===== src/hdl/frp_pkg.sv =====
// Shared types, constants and sector layout functions for the erase range planner.
package frp_pkg;

	localparam int NUM_SECTORS = 24;
	localparam int SECTOR_W    = 5;
	localparam int ADDR_W      = 32;
	localparam int LEN_W       = 22;
	localparam int BYTES_W     = 18;
	localparam int STATUS_W    = 2;
	localparam int BANK_AW     = 20;
	localparam int OFS_W       = BANK_AW + 1;
	localparam int END_W       = LEN_W + 1;
	localparam int BANK_SECT   = 12;
	localparam int Q_DEPTH     = 2;
	localparam int Q_AW        = 1;

	localparam logic [BYTES_W-1:0] SEC_SMALL = BYTES_W'(16 * 1024);
	localparam logic [BYTES_W-1:0] SEC_MID   = BYTES_W'(64 * 1024);
	localparam logic [BYTES_W-1:0] SEC_BIG   = BYTES_W'(128 * 1024);

	localparam logic [STATUS_W-1:0] ST_OK    = 2'd0;
	localparam logic [STATUS_W-1:0] ST_RANGE = 2'd1;
	localparam logic [STATUS_W-1:0] ST_PAST  = 2'd2;

	typedef struct packed {
		logic                  err;
		logic [STATUS_W-1:0]   status;
		logic [SECTOR_W-1:0]   first;
		logic [SECTOR_W-1:0]   final_sec;
	} frp_cmd_t;

	function automatic logic [3:0] local_index(input logic [SECTOR_W-1:0] s);
		logic [SECTOR_W-1:0] l;
		l = (s >= SECTOR_W'(BANK_SECT)) ? s - SECTOR_W'(BANK_SECT) : s;
		return l[3:0];
	endfunction

	function automatic logic [BYTES_W-1:0] sec_size(input logic [SECTOR_W-1:0] s);
		logic [3:0] l;
		l = local_index(s);
		if (l < 4'd4) begin
			return SEC_SMALL;
		end else if (l == 4'd4) begin
			return SEC_MID;
		end else begin
			return SEC_BIG;
		end
	endfunction

	function automatic logic [ADDR_W-1:0] sec_offset(input logic [SECTOR_W-1:0] s);
		logic [3:0]        l;
		logic [ADDR_W-1:0] o;
		l = local_index(s);
		if (l < 4'd4) begin
			o = ADDR_W'(l) << 14;
		end else begin
			o = ADDR_W'(l - 4'd4) << 17;
			if (l == 4'd4) begin
				o = ADDR_W'(SEC_MID);
			end
		end
		if (s >= SECTOR_W'(BANK_SECT)) begin
			o = o + (ADDR_W'(1) << BANK_AW);
		end
		return o;
	endfunction

	function automatic logic [SECTOR_W-1:0] sector_of(input logic [OFS_W-1:0] o);
		logic [BANK_AW-1:0]  l;
		logic [SECTOR_W-1:0] loc;
		l = o[BANK_AW-1:0];
		if (l < BANK_AW'(64 * 1024)) begin
			loc = SECTOR_W'(l[15:14]);
		end else begin
			loc = SECTOR_W'(4) + SECTOR_W'(l[19:17]);
		end
		if (o[BANK_AW]) begin
			loc = loc + SECTOR_W'(BANK_SECT);
		end
		return loc;
	endfunction

	function automatic logic [ADDR_W-1:0] flash_total();
		logic [ADDR_W-1:0] t;
		t = '0;
		for (int i = 0; i < NUM_SECTORS; i++) begin
			t = t + ADDR_W'(sec_size(SECTOR_W'(i)));
		end
		return t;
	endfunction

	localparam logic [ADDR_W-1:0] FLASH_BYTES = flash_total();

endpackage


===== src/hdl/frp_front.sv =====
// Front part: takes requests, checks the range and works out the first and final sector.
module frp_front import frp_pkg::*; (
	input  logic              clk,
	input  logic              arst_n,
	input  logic [ADDR_W-1:0] base_addr,
	input  logic              in_valid,
	output logic              in_stall,
	input  logic [ADDR_W-1:0] start_address,
	input  logic [LEN_W-1:0]  length,
	input  logic              q_full,
	output logic              q_push,
	output frp_cmd_t          q_cmd
);

	logic                vld_s1;
	logic [ADDR_W:0]     off_s1;
	logic [LEN_W-1:0]    len_s1;
	logic                len_zero;
	logic                take;
	logic [OFS_W-1:0]    off_lo;
	logic [END_W-1:0]    end_ofs;
	logic                past;
	logic [OFS_W-1:0]    last_byte;

	assign len_zero = (len_s1 == '0);
	assign take     = vld_s1 && (len_zero || !q_full);
	assign in_stall = vld_s1 && !take;

	always_ff @(posedge clk or negedge arst_n) begin
		if (!arst_n) begin
			vld_s1 <= 1'b0;
		end else if (!vld_s1 || take) begin
			vld_s1 <= in_valid;
		end
	end

	always_ff @(posedge clk) begin
		if ((!vld_s1 || take) && in_valid) begin
			off_s1 <= {1'b0, start_address} - {1'b0, base_addr};
			len_s1 <= length;
		end
	end

	always_comb begin
		off_lo    = off_s1[OFS_W-1:0];
		end_ofs   = END_W'(off_lo) + END_W'(len_s1);
		past      = ADDR_W'(end_ofs) > FLASH_BYTES;
		last_byte = past ? OFS_W'(FLASH_BYTES - ADDR_W'(1)) : OFS_W'(end_ofs - END_W'(1));
		q_cmd.err = off_s1[ADDR_W] || (off_s1[ADDR_W-1:0] >= FLASH_BYTES);
		q_cmd.status    = past ? ST_PAST : ST_OK;
		q_cmd.first     = sector_of(off_lo);
		q_cmd.final_sec = sector_of(last_byte);
		q_push    = vld_s1 && !len_zero && !q_full;
	end

endmodule


===== src/hdl/frp_queue.sv =====
// Short command queue between the front and back parts.
module frp_queue import frp_pkg::*; (
	input  logic     clk,
	input  logic     arst_n,
	input  logic     push,
	input  frp_cmd_t push_cmd,
	input  logic     pop,
	output frp_cmd_t head,
	output logic     full,
	output logic     empty
);

	frp_cmd_t          mem_q [Q_DEPTH];
	logic [Q_AW-1:0]   wr_ptr_q;
	logic [Q_AW-1:0]   rd_ptr_q;
	logic [Q_AW:0]     count_q;

	assign full  = (count_q == (Q_AW+1)'(Q_DEPTH));
	assign empty = (count_q == '0);
	assign head  = mem_q[rd_ptr_q];

	always_ff @(posedge clk or negedge arst_n) begin
		if (!arst_n) begin
			wr_ptr_q <= '0;
			rd_ptr_q <= '0;
			count_q  <= '0;
		end else begin
			if (push) begin
				wr_ptr_q <= wr_ptr_q + Q_AW'(1);
			end
			if (pop) begin
				rd_ptr_q <= rd_ptr_q + Q_AW'(1);
			end
			if (push && !pop) begin
				count_q <= count_q + (Q_AW+1)'(1);
			end else if (pop && !push) begin
				count_q <= count_q - (Q_AW+1)'(1);
			end
		end
	end

	always_ff @(posedge clk) begin
		if (push) begin
			mem_q[wr_ptr_q] <= push_cmd;
		end
	end

endmodule


===== src/hdl/frp_back.sv =====
// Back part: walks from the first to the final sector of a command, one result beat a cycle unless out_stall holds.
module frp_back import frp_pkg::*; (
	input  logic                clk,
	input  logic                arst_n,
	input  logic [ADDR_W-1:0]   base_addr,
	input  frp_cmd_t            head,
	input  logic                q_empty,
	output logic                q_pop,
	output logic                out_valid,
	input  logic                out_stall,
	output logic [SECTOR_W-1:0] sector,
	output logic [ADDR_W-1:0]   sector_start,
	output logic [BYTES_W-1:0]  sector_bytes,
	output logic [STATUS_W-1:0] status,
	output logic                last
);

	logic                busy_q;
	logic [SECTOR_W-1:0] cnt_q;
	logic                out_valid_q;
	logic [SECTOR_W-1:0] sector_q;
	logic [ADDR_W-1:0]   start_q;
	logic [BYTES_W-1:0]  bytes_q;
	logic [STATUS_W-1:0] status_q;
	logic                last_q;
	logic                load;
	logic                fire;
	logic [SECTOR_W-1:0] cur;
	logic                is_last;

	assign load    = !out_valid_q || !out_stall;
	assign fire    = load && !q_empty;
	assign cur     = busy_q ? cnt_q : head.first;
	assign is_last = head.err || (cur == head.final_sec);
	assign q_pop   = fire && is_last;

	always_ff @(posedge clk or negedge arst_n) begin
		if (!arst_n) begin
			out_valid_q <= 1'b0;
			busy_q      <= 1'b0;
			cnt_q       <= '0;
		end else if (load) begin
			out_valid_q <= fire;
			if (fire) begin
				busy_q <= !is_last;
				cnt_q  <= cur + SECTOR_W'(1);
			end
		end
	end

	always_ff @(posedge clk) begin
		if (fire) begin
			if (head.err) begin
				sector_q <= '0;
				start_q  <= '0;
				bytes_q  <= '0;
				status_q <= ST_RANGE;
				last_q   <= 1'b1;
			end else begin
				sector_q <= cur;
				start_q  <= base_addr + sec_offset(cur);
				bytes_q  <= sec_size(cur);
				status_q <= head.status;
				last_q   <= is_last;
			end
		end
	end

	assign out_valid    = out_valid_q;
	assign sector       = sector_q;
	assign sector_start = start_q;
	assign sector_bytes = bytes_q;
	assign status       = status_q;
	assign last         = last_q;

endmodule


===== src/hdl/flash_erase_range_planner_core.sv =====
// Top level of the flash erase range planner: base register, front, queue and back.
//
//  Channel   Handshake            Beat
//  in        in_valid/in_stall    start_address, length
//  out       out_valid/out_stall  sector, sector_start, sector_bytes, status, last
//  config    cfg_we               cfg_wdata (flash base address)
//
// A request is held in the front register, then waits in a two-entry queue.
// The back part emits one sector beat a cycle while out_stall is low, one beat for each
// sector a request covers (at most 24); zero-length requests leave no trace after the front.
// Reset is asynchronous and clears all control state; the base returns to 0x08000000.
// A stalled output holds the back part only; the front keeps accepting until the queue fills.
module flash_erase_range_planner_core import frp_pkg::*; (
	input  logic                clk,
	input  logic                arst_n,
	input  logic                cfg_we,
	input  logic [ADDR_W-1:0]   cfg_wdata,
	input  logic                in_valid,
	output logic                in_stall,
	input  logic [ADDR_W-1:0]   start_address,
	input  logic [LEN_W-1:0]    length,
	output logic                out_valid,
	input  logic                out_stall,
	output logic [SECTOR_W-1:0] sector,
	output logic [ADDR_W-1:0]   sector_start,
	output logic [BYTES_W-1:0]  sector_bytes,
	output logic [STATUS_W-1:0] status,
	output logic                last
);

	logic [ADDR_W-1:0] base_addr_q;
	logic              q_full;
	logic              q_empty;
	logic              q_push;
	logic              q_pop;
	frp_cmd_t          q_cmd;
	frp_cmd_t          q_head;

	always_ff @(posedge clk or negedge arst_n) begin
		if (!arst_n) begin
			base_addr_q <= 32'h0800_0000;
		end else if (cfg_we) begin
			base_addr_q <= cfg_wdata;
		end
	end

	frp_front u_front (
		.clk           (clk),
		.arst_n        (arst_n),
		.base_addr     (base_addr_q),
		.in_valid      (in_valid),
		.in_stall      (in_stall),
		.start_address (start_address),
		.length        (length),
		.q_full        (q_full),
		.q_push        (q_push),
		.q_cmd         (q_cmd)
	);

	frp_queue u_queue (
		.clk      (clk),
		.arst_n   (arst_n),
		.push     (q_push),
		.push_cmd (q_cmd),
		.pop      (q_pop),
		.head     (q_head),
		.full     (q_full),
		.empty    (q_empty)
	);

	frp_back u_back (
		.clk          (clk),
		.arst_n       (arst_n),
		.base_addr    (base_addr_q),
		.head         (q_head),
		.q_empty      (q_empty),
		.q_pop        (q_pop),
		.out_valid    (out_valid),
		.out_stall    (out_stall),
		.sector       (sector),
		.sector_start (sector_start),
		.sector_bytes (sector_bytes),
		.status       (status),
		.last         (last)
	);

endmodule

===== config.mk =====
export PLATFORM = sky130hd
export DESIGN_NAME = flash_erase_range_planner_core
export DESIGN_NICKNAME = d
export VERILOG_FILES = /design/src/hdl/frp_pkg.sv /design/src/hdl/frp_front.sv /design/src/hdl/frp_queue.sv /design/src/hdl/frp_back.sv /design/src/hdl/flash_erase_range_planner_core.sv
export SDC_FILE = /design/constraint.sdc
export NUM_CORES = 1
export LEC_CHECK = 0
export ABC_CLOCK_PERIOD_IN_PS = 6100
export BUFFER_PORTS_ARGS = -buffer_cell sky130_fd_sc_hd__buf_2
export CORE_UTILIZATION = 45
export DETAILED_ROUTE_END_ITERATION = 8
export PLACE_DENSITY = 0.63
export SKIP_LAST_GASP = 1
export SLEW_MARGIN = 10
export SYNTH_ARGS = -nofsm -noshare
export SYNTH_HDL_FRONTEND = slang
export SYNTH_SLANG_ARGS = --single-unit

===== constraint.sdc =====
create_clock -name clk -period 6.1 [get_ports clk]
set_input_delay 1.22 -clock clk [delete_from_list [all_inputs] [get_ports clk]]
set_output_delay 1.22 -clock clk [all_outputs]
set_load 0.005 [all_outputs]

==> impl_metrics.json <==
{
  "setup_viol_count_final": 0,
  "multi_input_area_mm2": 0.00497,
  "port_buffers": 135,
  "root_buffer": "clkbuf_16",
  "leakage_uw": 0.00505,
  "drtIter0Drc": 447,
  "die_h_um": 153,
  "io_pins": 151,
  "cts.path.max_buffers": 2,
  "min_path_type": "flip-flop to flip-flop",
  "via_per_inst": 5.36,
  "required_ns": 6.28,
  "regToRegStartpoint": "u_queue.rd_ptr_q$_DFFE_PN0P_",
  "min_from": "u_back.out_valid$_DFFE_PN0P_",
  "path_class": "flip-flop to flip-flop",
  "synth.avg_cell_area_um2": 10.3,
  "n_fill_cell": 2010,
  "antenna_left": 0,
  "rrSetupSlack_ns": 0.73,
  "area_growth_pct": 14.5,
  "fmax_mhz": 186,
  "syn_inst": 996,
  "cts_resized": 0,
  "p_per_area_mw_per_mm2": 482,
  "nets": 1302,
  "die_area_mm2": 0.0233,
  "cts_sinks": 166,
  "antenna_found_initial": 2,
  "first_pass_iters": 9,
  "dieWidth_um": 153,
  "maxCapViolations": 0,
  "status": "finished, violations left",
  "ys_seq_elements": 166,
  "hold_path_end": "u_back.out_valid$_DFFE_PN0P_",
  "grt_pass1_wl_um": 37300,
  "rsz0062_at_grt": "false",
  "htreeDepth": 4,
  "first_global_vias": 7423,
  "cts_setup_buffers": 0,
  "netlist_area_mm2": 0.0102,
  "design_area_mm2": 0.0117,
  "fin_crit_sh": 0.881,
  "worst_slew_pin_slew_ns": 1.02,
  "maxSlewHeadroom": 0.317,
  "clk_pin_slew_ns": 0.07,
  "wl_per_cell_um": 16.1,
  "initial_utilization": 0.464,
  "holdBufCountCts": 0,
  "cp-start-kind": "flip-flop",
  "failed_checks": "design-rule violations",
  "fin_tns_setup_ns": 0,
  "cts_buffers": 17,
  "hold_viol": 0,
  "synth-edff-count": 122,
  "cts_tree": "built",
  "gp_congestion": 0.876,
  "skew_ns": 0.0149,
  "core_area_mm2": 0.0220,
  "ys_types": 90,
  "num_vias": 7630,
  "clkLatencyLatePin_ns": 0.43,
  "grt_usage": 0.205,
  "drive_above_1_share": 0.183,
  "slew_violations": 0,
  "wl_um": 22900,
  "r2r_end": "u_back.sector_start[28]$_SDFFCE_PP0P_",
  "grt_max_degree": 64,
  "num_rows": 54,
  "post_dp_cell_area_mm2": 0.0111,
  "yosysWarnings": 0,
  "synth_ff_type": "edfxtp_1",
  "regArea_mm2": 0.00477,
  "grt.overflow.total": 0,
  "ir_worst_vdd_uv": 288,
  "whs_path_depth": 2,
  "crit_arrival_ns": 5.55,
  "synth-seq-area-share": 0.466,
  "drc": 2,
  "min_period_ns": 5.37,
  "power_uw": 5650,
  "async_flop_share": 0.265,
  "reg2reg_depth": 26,
  "place_hpwl_um": 17300,
  "cp_max_fo": 9,
  "end_kind": "flip-flop"
}
-- routing by layer --
metal  vias up  routed length [um]  part of all wire  global-route usage
met5         -                  12           0.00052                   0
met4         2                 444             0.019              0.0664
met3        29                1110             0.048              0.0518
met2       170               10800              0.47               0.340
met1      3596               10600              0.46               0.261
li1       3833                   -                 -                   -
-- stage by stage --
stage,cells,utilization,setup WS (ns),hold WS (ns)
6_report,1423,0.532,0.725,0.483
3_3_place_gp,1390,0.504,0.962,0.465
5_1_grt,1422,0.532,0.153,0.517
3_5_place_dp,1390,0.504,0.765,0.472
4_1_cts,1422,0.532,0.743,0.488
2_1_floorplan,1011,-,0.674,0.446
-- Yosys cell counts (5+ instances only) --
master	number	area (um2)
and2_1	8	50.1
o211ai_1	8	60.1
a21o_1	16	120
nand3_1	21	105
ha_1	79	988
buf_4	17	128
nand2b_1	18	113
o21ai_0	77	385
clkbuf_1	18	67.6
o21bai_1	5	37.5
or2_2	5	31.3
a21oi_1	50	250
edfxtp_1	122	3660
nor2b_1	20	125
a31oi_1	16	100
nor2_1	86	323
dfrtp_1	43	1080
xnor2_1	40	350
nand2_1	81	304
mux2i_1	17	170
or3_1	8	50.1
nor4_1	7	43.8
o21a_1	10	75.1
xor2_1	23	201
nor3_1	16	80.1
inv_1	73	274
-- worst max-delay path: stages, from the launching register on --
cell,delay (ns)
dfrtp_1,0.50
buf_4,0.25
mux2i_1,0.20
nor2_1,0.06
a21oi_1,0.14
buf_4,0.19
ha_1,0.16
nand2_1,0.06
nand2_1,0.09
nor2_1,0.06
o21ai_0,0.31
ha_1,0.38
nor2b_1,0.19
ha_1,0.17
inv_1,0.05
fa_1,0.37
nor2b_1,0.16
o21ai_0,0.13
a21boi_0,0.25
o21ai_0,0.15
a21boi_0,0.24
o21ai_0,0.16
a21oi_1,0.26
o21ai_0,0.17
o21ai_0,0.22
xnor2_1,0.14
nor2_1,0.05
-- report_power, final --
group          switching (uW)  internal, uW  total, uW
Combinational            1610          1160       2770
Clock                     454           687       1140
Sequential                133          1610       1750
Total                    2190          3460       5650
-- placed cells by master, fill, tap and decap left out, types with 8 or more instances in the layout --
cell       Yosys  layout
buf_2          2     135
edfxtp_1     122     122
nor2_1        86      86
nand2_1       81      81
ha_1          79      79
o21ai_0       77      77
inv_1         73      72
a21oi_1       50      50
dfrtp_1       43      43
xnor2_1       40      40
xor2_1        23      23
nand3_1       21      21
nor2b_1       20      20
nand2b_1      18      18
mux2i_1       17      17
clkbuf_16      0      17
a31oi_1       16      16
a21o_1        16      16
nor3_1        16      16
conb_1         1      16
o21a_1        10      10
or3_1          8       8
o211ai_1       8       8
buf_4         17       8
-- worst max path at each step --
stage                     slack, ns                          from                               endpoint  cells after the start
after global placement         0.96  u_queue.rd_ptr_q$_DFFE_PN0P_  u_back.sector_start[28]$_SDFFCE_PP0P_                     26
after global routing           0.15  u_queue.rd_ptr_q$_DFFE_PN0P_  u_back.sector_start[28]$_SDFFCE_PP0P_                     26
after CTS                      0.74  u_queue.rd_ptr_q$_DFFE_PN0P_  u_back.sector_start[28]$_SDFFCE_PP0P_                     26
final                          0.73  u_queue.rd_ptr_q$_DFFE_PN0P_  u_back.sector_start[28]$_SDFFCE_PP0P_                     26
after floorplan                0.67  u_queue.rd_ptr_q$_DFFE_PN0P_  u_back.sector_start[31]$_SDFFCE_PP0P_                     26
after detailed placement       0.76  u_queue.rd_ptr_q$_DFFE_PN0P_  u_back.sector_start[28]$_SDFFCE_PP0P_                     26
-- final cells by class --
class	instances	share of cell area
Clock buffer	20	0.0373
Antenna cell	1	0.000214
Timing Repair Buffer	143	0.0628
Tap cell	280	0.0299
Clock inverter	12	0.0151
Inverter	74	0.0237
Multi-Input combinational cell	727	0.424
Sequential cell	166	0.407
-- cell families (layout without fill, tap and decap cells) --
logic type | count (synthesis) | in the layout | synth area share
other | 1 | 17 | 0.000367
AO/OA/AOI/OAI | 248 | 248 | 0.160
flip-flops | 166 | 166 | 0.466
XOR/XNOR | 65 | 65 | 0.0571
buffers and inverters | 118 | 249 | 0.0537
adder cells (fa/ha/maj) | 82 | 82 | 0.102
multiplexers | 19 | 19 | 0.0188
AND/OR/NAND/NOR | 297 | 297 | 0.142
-- state kept, by name, summed over array words and instances, names as in the netlist --
signal               flops
u_back.sector            5
base_addr_q             32
u_front.vld_s1           1
u_back.cnt_q             5
u_queue.wr_ptr_q         1
u_front.len_s1          22
u_queue.mem_q           24
u_back.last              1
u_back.sector_bytes      3
u_back.sector_start     32
u_queue.rd_ptr_q         1
u_queue.count_q          2
u_front.off_s1          33
u_back.busy_q            1
u_back.out_valid         1
u_back.status            2
Power figures use the tool's default switching activity.
